==> config.mk <==
export PLATFORM = sky130hd
export DESIGN_NAME = word_mix_fingerprint_hash_core
export DESIGN_NICKNAME = d
export VERILOG_FILES = /design/src/wmfh_pkg.sv /design/src/word_mix_fingerprint_hash_core.sv
export SDC_FILE = /design/constraint.sdc
export NUM_CORES = 2
export LEC_CHECK = 0
export BUFFER_PORTS_ARGS = -buffer_cell sky130_fd_sc_hd__buf_2
export CAP_MARGIN = 20
export CORE_ASPECT_RATIO = 2
export CORE_MARGIN = 2
export CORE_UTILIZATION = 30
export CTS_CLUSTER_DIAMETER = 30
export DETAILED_ROUTE_END_ITERATION = 8
export SLEW_MARGIN = 30
export SYNTH_ARGS = -nofsm -noshare
export SYNTH_HDL_FRONTEND = slang
export SYNTH_SLANG_ARGS = --single-unit
==> constraint.sdc <==
create_clock -name clk -period 24.2 [get_ports clk]
set_clock_uncertainty 0.1 [all_clocks]
set_input_delay 4.84 -clock clk [delete_from_list [all_inputs] [get_ports clk]]
set_output_delay 4.84 -clock clk [all_outputs]
set_load 0.02 [all_outputs]
==> src/wmfh_pkg.sv <==
`timescale 1ns / 1ps
`default_nettype none

package wmfh_pkg;

	localparam logic [63:0] SEED_RESET = 64'h5f2a1c0d7b3e9146;
	localparam logic [63:0] GOLDEN_ADD = 64'h9e3779b97f4a7c15;
	localparam logic [63:0] MUL_FIRST  = 64'hbf58476d1ce4e5b9;
	localparam logic [63:0] MUL_SECOND = 64'h94d049bb133111eb;

	localparam int SHIFT_FIRST  = 30;
	localparam int SHIFT_SECOND = 27;
	localparam int SHIFT_FINAL  = 31;

	typedef enum logic [1:0] {
		KIND_WORD    = 2'd0,
		KIND_TAIL    = 2'd1,
		KIND_INT     = 2'd2,
		KIND_RESTART = 2'd3
	} kind_t;

	localparam logic [7:0] REG_SEED     = 8'd0;
	localparam logic [7:0] REG_EXPECTED = 8'd1;

	// The first tail byte ends up most significant; bytes at or beyond count are dropped.
	function automatic logic [63:0] pack_tail(input logic [63:0] word, input logic [2:0] count);
		logic [63:0] packed_v;
		logic [2:0]  pos;
		packed_v = '0;
		for (int k = 0; k < 7; k++) begin
			pos = 3'(int'(count) - 1 - k);
			if (3'(k) < count) begin
				packed_v = packed_v | (64'(word[8*k +: 8]) << {pos, 3'b000});
			end
		end
		return packed_v;
	endfunction

endpackage

`default_nettype wire

==> src/word_mix_fingerprint_hash_core.sv <==
// Word-mix fingerprint hash core.
// Input requests arrive on the s_ channel: s_tuser carries the item kind
// (full word, run tail, integer, restart) and s_tdata carries the data word
// and the tail byte count. Each request yields exactly one result on the m_
// channel: the new 64-bit accumulator and a flag set when it equals the
// expected fingerprint register.
// Configuration writes use cfg_valid/cfg_ready with cfg_index 0 for the seed
// and 1 for the expected fingerprint; other indexes are ignored.
// A mixing request passes these steps after acceptance: the golden-ratio add
// and first xor-shift, then two 64-bit multiplies on one shared 32x32
// multiplier, then the compare and the load of the output register. A restart
// loads the seed and goes straight to that compare and load.
// s_tready is low while a request is in progress; the next request may be
// accepted as soon as the result has moved to the output register, so the
// core never takes a new request before it is through with the last one.
// If the receiver stalls, the finished result waits in the core until the
// output register is free. Reset clears the accumulator to the seed reset
// value and leaves both channels empty.
`timescale 1ns / 1ps
`default_nettype none

module word_mix_fingerprint_hash_core
	import wmfh_pkg::*;
(
	input  wire logic        clk,
	input  wire logic        arst_n,
	input  wire logic        s_tvalid,
	output logic             s_tready,
	input  wire logic [71:0] s_tdata,   // data_word [63:0], byte_count [66:64], zero fill
	input  wire logic [1:0]  s_tuser,   // kind [1:0]
	output logic             m_tvalid,
	input  wire logic        m_tready,
	output logic [71:0]      m_tdata,   // fingerprint [63:0], matches_expected [64], zero fill
	input  wire logic        cfg_valid,
	output logic             cfg_ready,
	input  wire logic [7:0]  cfg_index,
	input  wire logic [63:0] cfg_data
);

	localparam logic [1:0] ST_IDLE = 2'd0;
	localparam logic [1:0] ST_ADD  = 2'd1;
	localparam logic [1:0] ST_MUL  = 2'd2;
	localparam logic [1:0] ST_DONE = 2'd3;

	logic [1:0]  state_q;
	logic [1:0]  phase_q;
	logic        second_q;
	logic [63:0] acc_q;
	logic [63:0] seed_q;
	logic [63:0] expected_q;
	logic [63:0] opa_q;
	logic [63:0] sum_q;
	logic [63:0] mul_q;
	logic        m_valid_q;
	logic [63:0] fp_q;
	logic        match_q;

	kind_t       in_kind;
	logic [63:0] in_word;
	logic [2:0]  in_count;
	logic [63:0] mix_in;
	logic [63:0] add_v;
	logic [63:0] mul_const;
	logic [31:0] mul_a;
	logic [31:0] mul_b;
	logic [63:0] prod;
	logic        accept;
	logic        out_free;

	assign in_kind  = kind_t'(s_tuser);
	assign in_word  = s_tdata[63:0];
	assign in_count = s_tdata[66:64];

	assign s_tready  = (state_q == ST_IDLE);
	assign cfg_ready = 1'b1;
	assign accept    = s_tvalid && s_tready;
	assign out_free  = !m_valid_q || m_tready;

	assign m_tvalid = m_valid_q;
	assign m_tdata  = {7'b0, match_q, fp_q};

	always_comb begin
		unique case (in_kind)
			KIND_TAIL: mix_in = acc_q ^ pack_tail(in_word, in_count);
			default:   mix_in = acc_q ^ in_word;
		endcase
	end

	assign add_v = opa_q + GOLDEN_ADD;

	// Shared 32x32 multiplier: low x low, low x high, high x low partial products.
	assign mul_const = second_q ? MUL_SECOND : MUL_FIRST;
	assign mul_a     = (phase_q == 2'd2) ? opa_q[63:32] : opa_q[31:0];
	assign mul_b     = (phase_q == 2'd1) ? mul_const[63:32] : mul_const[31:0];
	assign prod      = sum_q + {mul_q[31:0], 32'b0};

	always_ff @(posedge clk or negedge arst_n) begin
		if (!arst_n) begin
			seed_q     <= SEED_RESET;
			expected_q <= '0;
		end else if (cfg_valid && cfg_ready) begin
			if (cfg_index == REG_SEED) begin
				seed_q <= cfg_data;
			end else if (cfg_index == REG_EXPECTED) begin
				expected_q <= cfg_data;
			end
		end
	end

	always_ff @(posedge clk) begin
		mul_q <= 64'(mul_a) * 64'(mul_b);
		unique case (phase_q)
			2'd1:    sum_q <= mul_q;
			2'd2:    sum_q <= prod;
			default: sum_q <= sum_q;
		endcase
		if (accept) begin
			opa_q <= mix_in;
		end else if (state_q == ST_ADD) begin
			opa_q <= add_v ^ (add_v >> SHIFT_FIRST);
		end else if (state_q == ST_MUL && phase_q == 2'd3 && !second_q) begin
			opa_q <= prod ^ (prod >> SHIFT_SECOND);
		end
		if (state_q == ST_DONE && out_free) begin
			fp_q    <= acc_q;
			match_q <= (acc_q == expected_q);
		end
	end

	always_ff @(posedge clk or negedge arst_n) begin
		if (!arst_n) begin
			state_q   <= ST_IDLE;
			phase_q   <= '0;
			second_q  <= 1'b0;
			acc_q     <= SEED_RESET;
			m_valid_q <= 1'b0;
		end else begin
			if (state_q == ST_DONE && out_free) begin
				m_valid_q <= 1'b1;
			end else if (m_tready) begin
				m_valid_q <= 1'b0;
			end
			unique case (state_q)
				ST_IDLE: begin
					if (accept) begin
						if (in_kind == KIND_RESTART) begin
							acc_q   <= seed_q;
							state_q <= ST_DONE;
						end else begin
							state_q <= ST_ADD;
						end
					end
				end
				ST_ADD: begin
					phase_q  <= '0;
					second_q <= 1'b0;
					state_q  <= ST_MUL;
				end
				ST_MUL: begin
					phase_q <= phase_q + 2'd1;
					if (phase_q == 2'd3) begin
						if (second_q) begin
							acc_q   <= prod ^ (prod >> SHIFT_FINAL);
							state_q <= ST_DONE;
						end else begin
							second_q <= 1'b1;
						end
					end
				end
				ST_DONE: begin
					if (out_free) begin
						state_q <= ST_IDLE;
					end
				end
				default: state_q <= ST_IDLE;
			endcase
		end
	end

`ifndef SYNTHESIS
	a_busy_after_accept: assert property (@(posedge clk) disable iff (!arst_n)
		s_tvalid && s_tready |=> !s_tready)
		else $error("core still ready after taking a request");

	a_match_flag: assert property (@(posedge clk) disable iff (!arst_n)
		$rose(m_tvalid) |-> (m_tdata[64] == (m_tdata[63:0] == expected_q)))
		else $error("match flag disagrees with fingerprint");

	a_restart_loads_seed: assert property (@(posedge clk) disable iff (!arst_n)
		s_tvalid && s_tready && (s_tuser == KIND_RESTART) |=> acc_q == $past(seed_q))
		else $error("restart did not load the seed");

	a_mix_ends: assert property (@(posedge clk) disable iff (!arst_n)
		(state_q == ST_MUL) && (phase_q == 2'd3) && second_q |=> state_q == ST_DONE)
		else $error("second multiply did not finish the mix");

	a_done_to_output: assert property (@(posedge clk) disable iff (!arst_n)
		(state_q == ST_DONE) && (!m_valid_q || m_tready) |=> m_tvalid && fp_q == acc_q)
		else $error("finished result not moved to the output register");
`endif

endmodule

`default_nettype wire

== Word-level counts from Yosys, hierarchy flattened ==
Index checks and enable logic that the tools add are counted.

* Eq/ne operators: 15
* Order comparisons: 7
* Reduce and logical (&&, ||, !) cells: 19
* Muxes and demuxes: 38
* Shifts and indexed selects: 7
* Bitwise logic cells: 12
* $mul: 1
* Add/subtract/negate cells: 10
* Divide/modulo/power cells: 0

{| class="wikitable"
|+ Operators with widths
! kind !! count
|-
| $mux W64 || 22
|-
| $shl A8 B6 Y64 || 7
|-
| $or A64 B64 Y64 || 6
|-
| $pmux W64 S2 || 2
|-
| $xor A64 B64 Y64 || 2
|-
| $add A64 B64 Y64 || 1
|-
| $add A64 B64 Y64 const B || 1
|-
| $eq A64 B64 Y1 || 1
|-
| $mul A32 B32 Y64 || 1
|-
| $mux W32 || 2
|-
| $xor A64 B33 Y64 || 1
|-
| $xor A64 B34 Y64 || 1
|-
| $xor A64 B37 Y64 || 1
|-
| $mux W62 || 1
|-
| $sub A3 B3 Y3 const B || 4
|-
| $eq A2 B2 Y1 const B || 5
|-
| $mux W2 || 5
|-
| $lt A3 B3 Y1 const A || 3
|-
| $eq A8 B1 Y1 const B || 1
|-
| $logic_not A8 Y1 || 1
|-
| $pmux W2 S4 || 1
|-
| $reduce_bool A2 Y1 || 4
|-
| $eq A2 B1 Y1 const B || 3
|-
| $lt A1 B3 Y1 const A || 2
|-
| other kinds (19) || 31
|}

* Register bits: 455
* Bits in latches: 0
* Input bits: 151
* Memory bits (writable): 0
* Word-level logic and storage cells: 121
* Memory bits (read-only): 0
* Output and inout bits: 75
* Memories: 0

== Longest topological paths before layout ==
* Depth after elaboration: 25
* Depth in mapped cells: 37
* Gate-level depth less buffers: 35

== Worst setup path after synthesis ==
OpenSTA, ideal clock, no wires.

* Kind: register to register
* Start point: register phase_q[0]
* End point: register mul_q[56]
* Required time: 24014 ps
* Buffers on the path: 2
* Setup time: 86 ps
* Data arrival time: 8865 ps
* Stages on the path, launching flop included: 32
* Setup slack: 15150 ps
* Period minus slack after synthesis: 9050 ps
* Cell sequence: dfrtp_1 inv_1 ha_1 clkbuf_1 clkbuf_1 nand2_1 o21ai_1 clkinv_1 nor2_1 inv_1 nor2_1 a21oi_1 fa_1 inv_1 fa_1 fa_1 inv_1 fa_1 inv_1 fa_1 ha_1 fa_1 fa_1 ha_1 nand4_1 or3_1 o221ai_1 a41oi_1 o31ai_2 a41oi_1 o31a_1 a211oi_1

* Cells in the longest elaborated chain, start to end: 3
* Elaborated cells between the ends (all ways): 5
* Classes of those cells: mul (1); eq/ne (2); mux (2)

{| class="wikitable"
|+ Ends and longest elaborated chain
! item !! RTL line !! text
|-
| from (decl) || word_mix_fingerprint_hash_core.sv:46 || <nowiki>logic [1:0] phase_q;</nowiki>
|-
| from (signal assigned) || word_mix_fingerprint_hash_core.sv:160 || <nowiki>phase_q <= phase_q + 2'd1;</nowiki>
|-
| $eq A2 B2 Y1 or $eq A2 B1 Y1 (tied branches) || word_mix_fingerprint_hash_core.sv:93, word_mix_fingerprint_hash_core.sv:94 ||
|-
| $mux W32, on equally long branches || word_mix_fingerprint_hash_core.sv:93, word_mix_fingerprint_hash_core.sv:94 ||
|-
| $mul A32 B32 Y64 * || word_mix_fingerprint_hash_core.sv:111 || <nowiki>mul_q <= 64'(mul_a) * 64'(mul_b);</nowiki>
|-
| to (signal assigned) || word_mix_fingerprint_hash_core.sv:111 ||
|-
| to (decl) || word_mix_fingerprint_hash_core.sv:53 || <nowiki>logic [63:0] mul_q;</nowiki>
|}

Every way passes the cells marked *; elsewhere a longest branch is shown, timed or not.
A chain may end at the register's enable or synchronous reset.

== Worst setup path after layout ==
* Start point: register phase_q[0]
* End point: register mul_q[61]

Same word-level chain as after synthesis.

==> qor.yml <==
floorplanning:
  die-area_um2: 189000
  rows: 223
  core_area_um2: 184000
  num_io_pins: 226
  start_util: 0.301
  fp.dieH_um: 612
  die_x_um: 308
sta:
  rsz0062_at_grt: "no"
  worstMarginPinSlew_ps: 1190
  fmax_mhz: 82.8
  maxSlewViolCount: 0
  setup_violations: 0
  hold_viol_final: 0
  final.setup.tns_ps: 0
  min_period_over_period: 0.499
  max_slew_margin: 0.199
  min_period_ps: 12080
setup_path:
  cp_max_fo: 43
  arrival_ps: 12520
  critical_path_class: "flip-flop to flip-flop"
  crit_buf_inv: 9
  startpoint: "phase_q[0]$_DFFE_PN0P_"
  endpoint_kind: "flip-flop"
  cpPeakStageDelay_ps: 730
  required_ps: 24640
  startpoint_type: "flip-flop"
  crit_family: "adder cells"
  reg2reg_from: "phase_q[0]$_DFFE_PN0P_"
  worst_path_max_delay_cell: "nor2_1"
finish:
  fin_nets: 7212
  syn_to_final_growth_pct: 11.8
  drive_gt1_frac: 0.131
  fin_util: 0.337
clock_tree:
  worstSkewPairLatency_ps: 680
  cts_root_buf: "clkbuf_16"
  post_cts_buffers: 0
  cts_tree: "yes"
  hold_buffers: 0
  clk_pin_slew_ps: 60
  ctsResizeCount: 0
  clockBufferDepth: 3
  cts_buffers: 67
  h-tree-depth: 3
  cts.sinks: 455
routing:
  drt_iter0_drc: 4401
  wirelength_um: 283000
  post_drt_wl_per_cell_um: 34.1
  vias: 45900
  drcViolationCount: 0
  ant_nets: 0
  dr.pass1.iters: 8
  vias_per_cell: 5.53
global_routing:
  grt_pass1_wl_um: 384000
  grt_max_degree: 97
  grt_overflow: 0
  grt_pass1_vias: 48500
  antenna_found_initial: 19
  grt_util_all_layers: 0.301
logic_synthesis:
  ys.flop_type: "edfxtp_1"
  syn_area_um2: 55500
  syn_avg_cell_area_um2: 9.72
  synth-edff-count: 193
  async_flop_share: 0.435
  yosys_warnings: 0
  yosysSeqAreaShare: 0.218
  ys_types: 105
  synth_seq_cells: 455
  syn_inst: 5705
worst_hold_path:
  worstHoldStart: "seed_q[31]$_DFFE_PN0P_"
  hp-class: "flip-flop to flip-flop"
placement:
  place_hpwl_um: 225000
  numPortBuffers: 212
  place_congestion: 1.10
run:
  max-cap-violations: 0
outcome:
  status: "complete, no violations"
cell usage after synthesis (37+ instances only):
| library cell | number | area share |
|---|---|---|
| nor3_1 | 65 | 0.0059 |
| o21ai_0 | 246 | 0.022 |
| inv_1 | 1073 | 0.073 |
| nand2_1 | 379 | 0.026 |
| mux2i_1 | 50 | 0.0090 |
| dfrtp_1 | 134 | 0.060 |
| xor2_1 | 170 | 0.027 |
| a31oi_1 | 42 | 0.0047 |
| a21o_1 | 52 | 0.0070 |
| edfxtp_1 | 193 | 0.10 |
| a21oi_1 | 254 | 0.023 |
| o211ai_1 | 62 | 0.0084 |
| dfxtp_1 | 64 | 0.023 |
| nand3_1 | 59 | 0.0053 |
| ha_1 | 392 | 0.088 |
| mux2_2 | 174 | 0.035 |
| nor2b_1 | 50 | 0.0056 |
| xnor2_1 | 176 | 0.028 |
| a221oi_1 | 37 | 0.0058 |
| nor2_1 | 443 | 0.030 |
| dfstp_2 | 64 | 0.030 |
| clkbuf_1 | 188 | 0.013 |
| fa_1 | 802 | 0.29 |
stage by stage:
| stage | hold WS (ps) | area [um^2] | instances | setup WS, ps |
|---|---|---|---|---|
| finish | 400 | 62000 | 8297 | 12120 |
| global route | 426 | 62000 | 8284 | 11770 |
| CTS | 402 | 61800 | 8277 | 12580 |
| detailed placement | 389 | 59600 | 8155 | 12570 |
| global placement | 386 | 59500 | 8153 | 12640 |
| floorplan | 369 | 55500 | 5711 | 15150 |
kinds of logic (layout without fill, tap and decap cells):
logic type / count (synthesis) / count (layout) / synth area share
buf+inv: 1310 / 1519 / 0.0895
compound gates: 977 / 977 / 0.114
fa+ha+maj: 1194 / 1194 / 0.378
simple gates: 1184 / 1184 / 0.0955
flops: 455 / 455 / 0.218
other cells: 2 / 23 / 0.000135
xor+xnor: 359 / 359 / 0.0599
mux: 224 / 224 / 0.0443
final timing paths:
path	to	slack [ps]	cells past startpoint
worst max-delay path	mul_q[61]$_DFF_P_	12120	32
worst min-delay path	seed_q[31]$_DFFE_PN0P_	400	1
worst max register to register	mul_q[61]$_DFF_P_	12120	32
worst min register to register	seed_q[31]$_DFFE_PN0P_	400	1
max in group asynchronous	second_q$_DFFE_PN0P_	18560	2
min in group asynchronous	expected_q[28]$_DFFE_PN0P_	4090	1
registers in the layout, summed over array words and instances (netlist names):
signal      count
acc_q          64
expected_q     64
fp_q           64
mul_q          64
opa_q          64
seed_q         64
sum_q          64
phase_q         2
state_q         2
m_tvalid        1
match_q         1
second_q        1
layer usage:
layer  GRT usage  part of all wire
met2       0.524              0.50
met3      0.0772             0.071
met1       0.251              0.27
met4       0.371              0.16
met5           0           0.00024
placed cells by master, fill, tap and decap left out, types with 172 or more instances in the layout:
| master | instances |
|---|---|
| buf_2 | 211 |
| xnor2_1 | 172 |
| ha_1 | 387 |
| a21oi_1 | 249 |
| inv_1 | 1071 |
| nand2_1 | 377 |
| edfxtp_1 | 193 |
| o21ai_0 | 223 |
| nor2_1 | 437 |
| fa_1 | 802 |
| mux2_2 | 174 |
area by class of cell:
type                    count  area [um^2]
fillers                 19000       122000
multi-input cells        3946        38800
flip-flops and latches    455        12100
inverters                1083         4070
well taps                2362         2960
repair buffers            314         1890
clock buffers              79         1770
clock inverters            43          449
diodes                     15         37.5
Power is left out: the tool's default activity adds up to more than one toggle a clock period on the data nets, which glitch-free logic cannot reach.
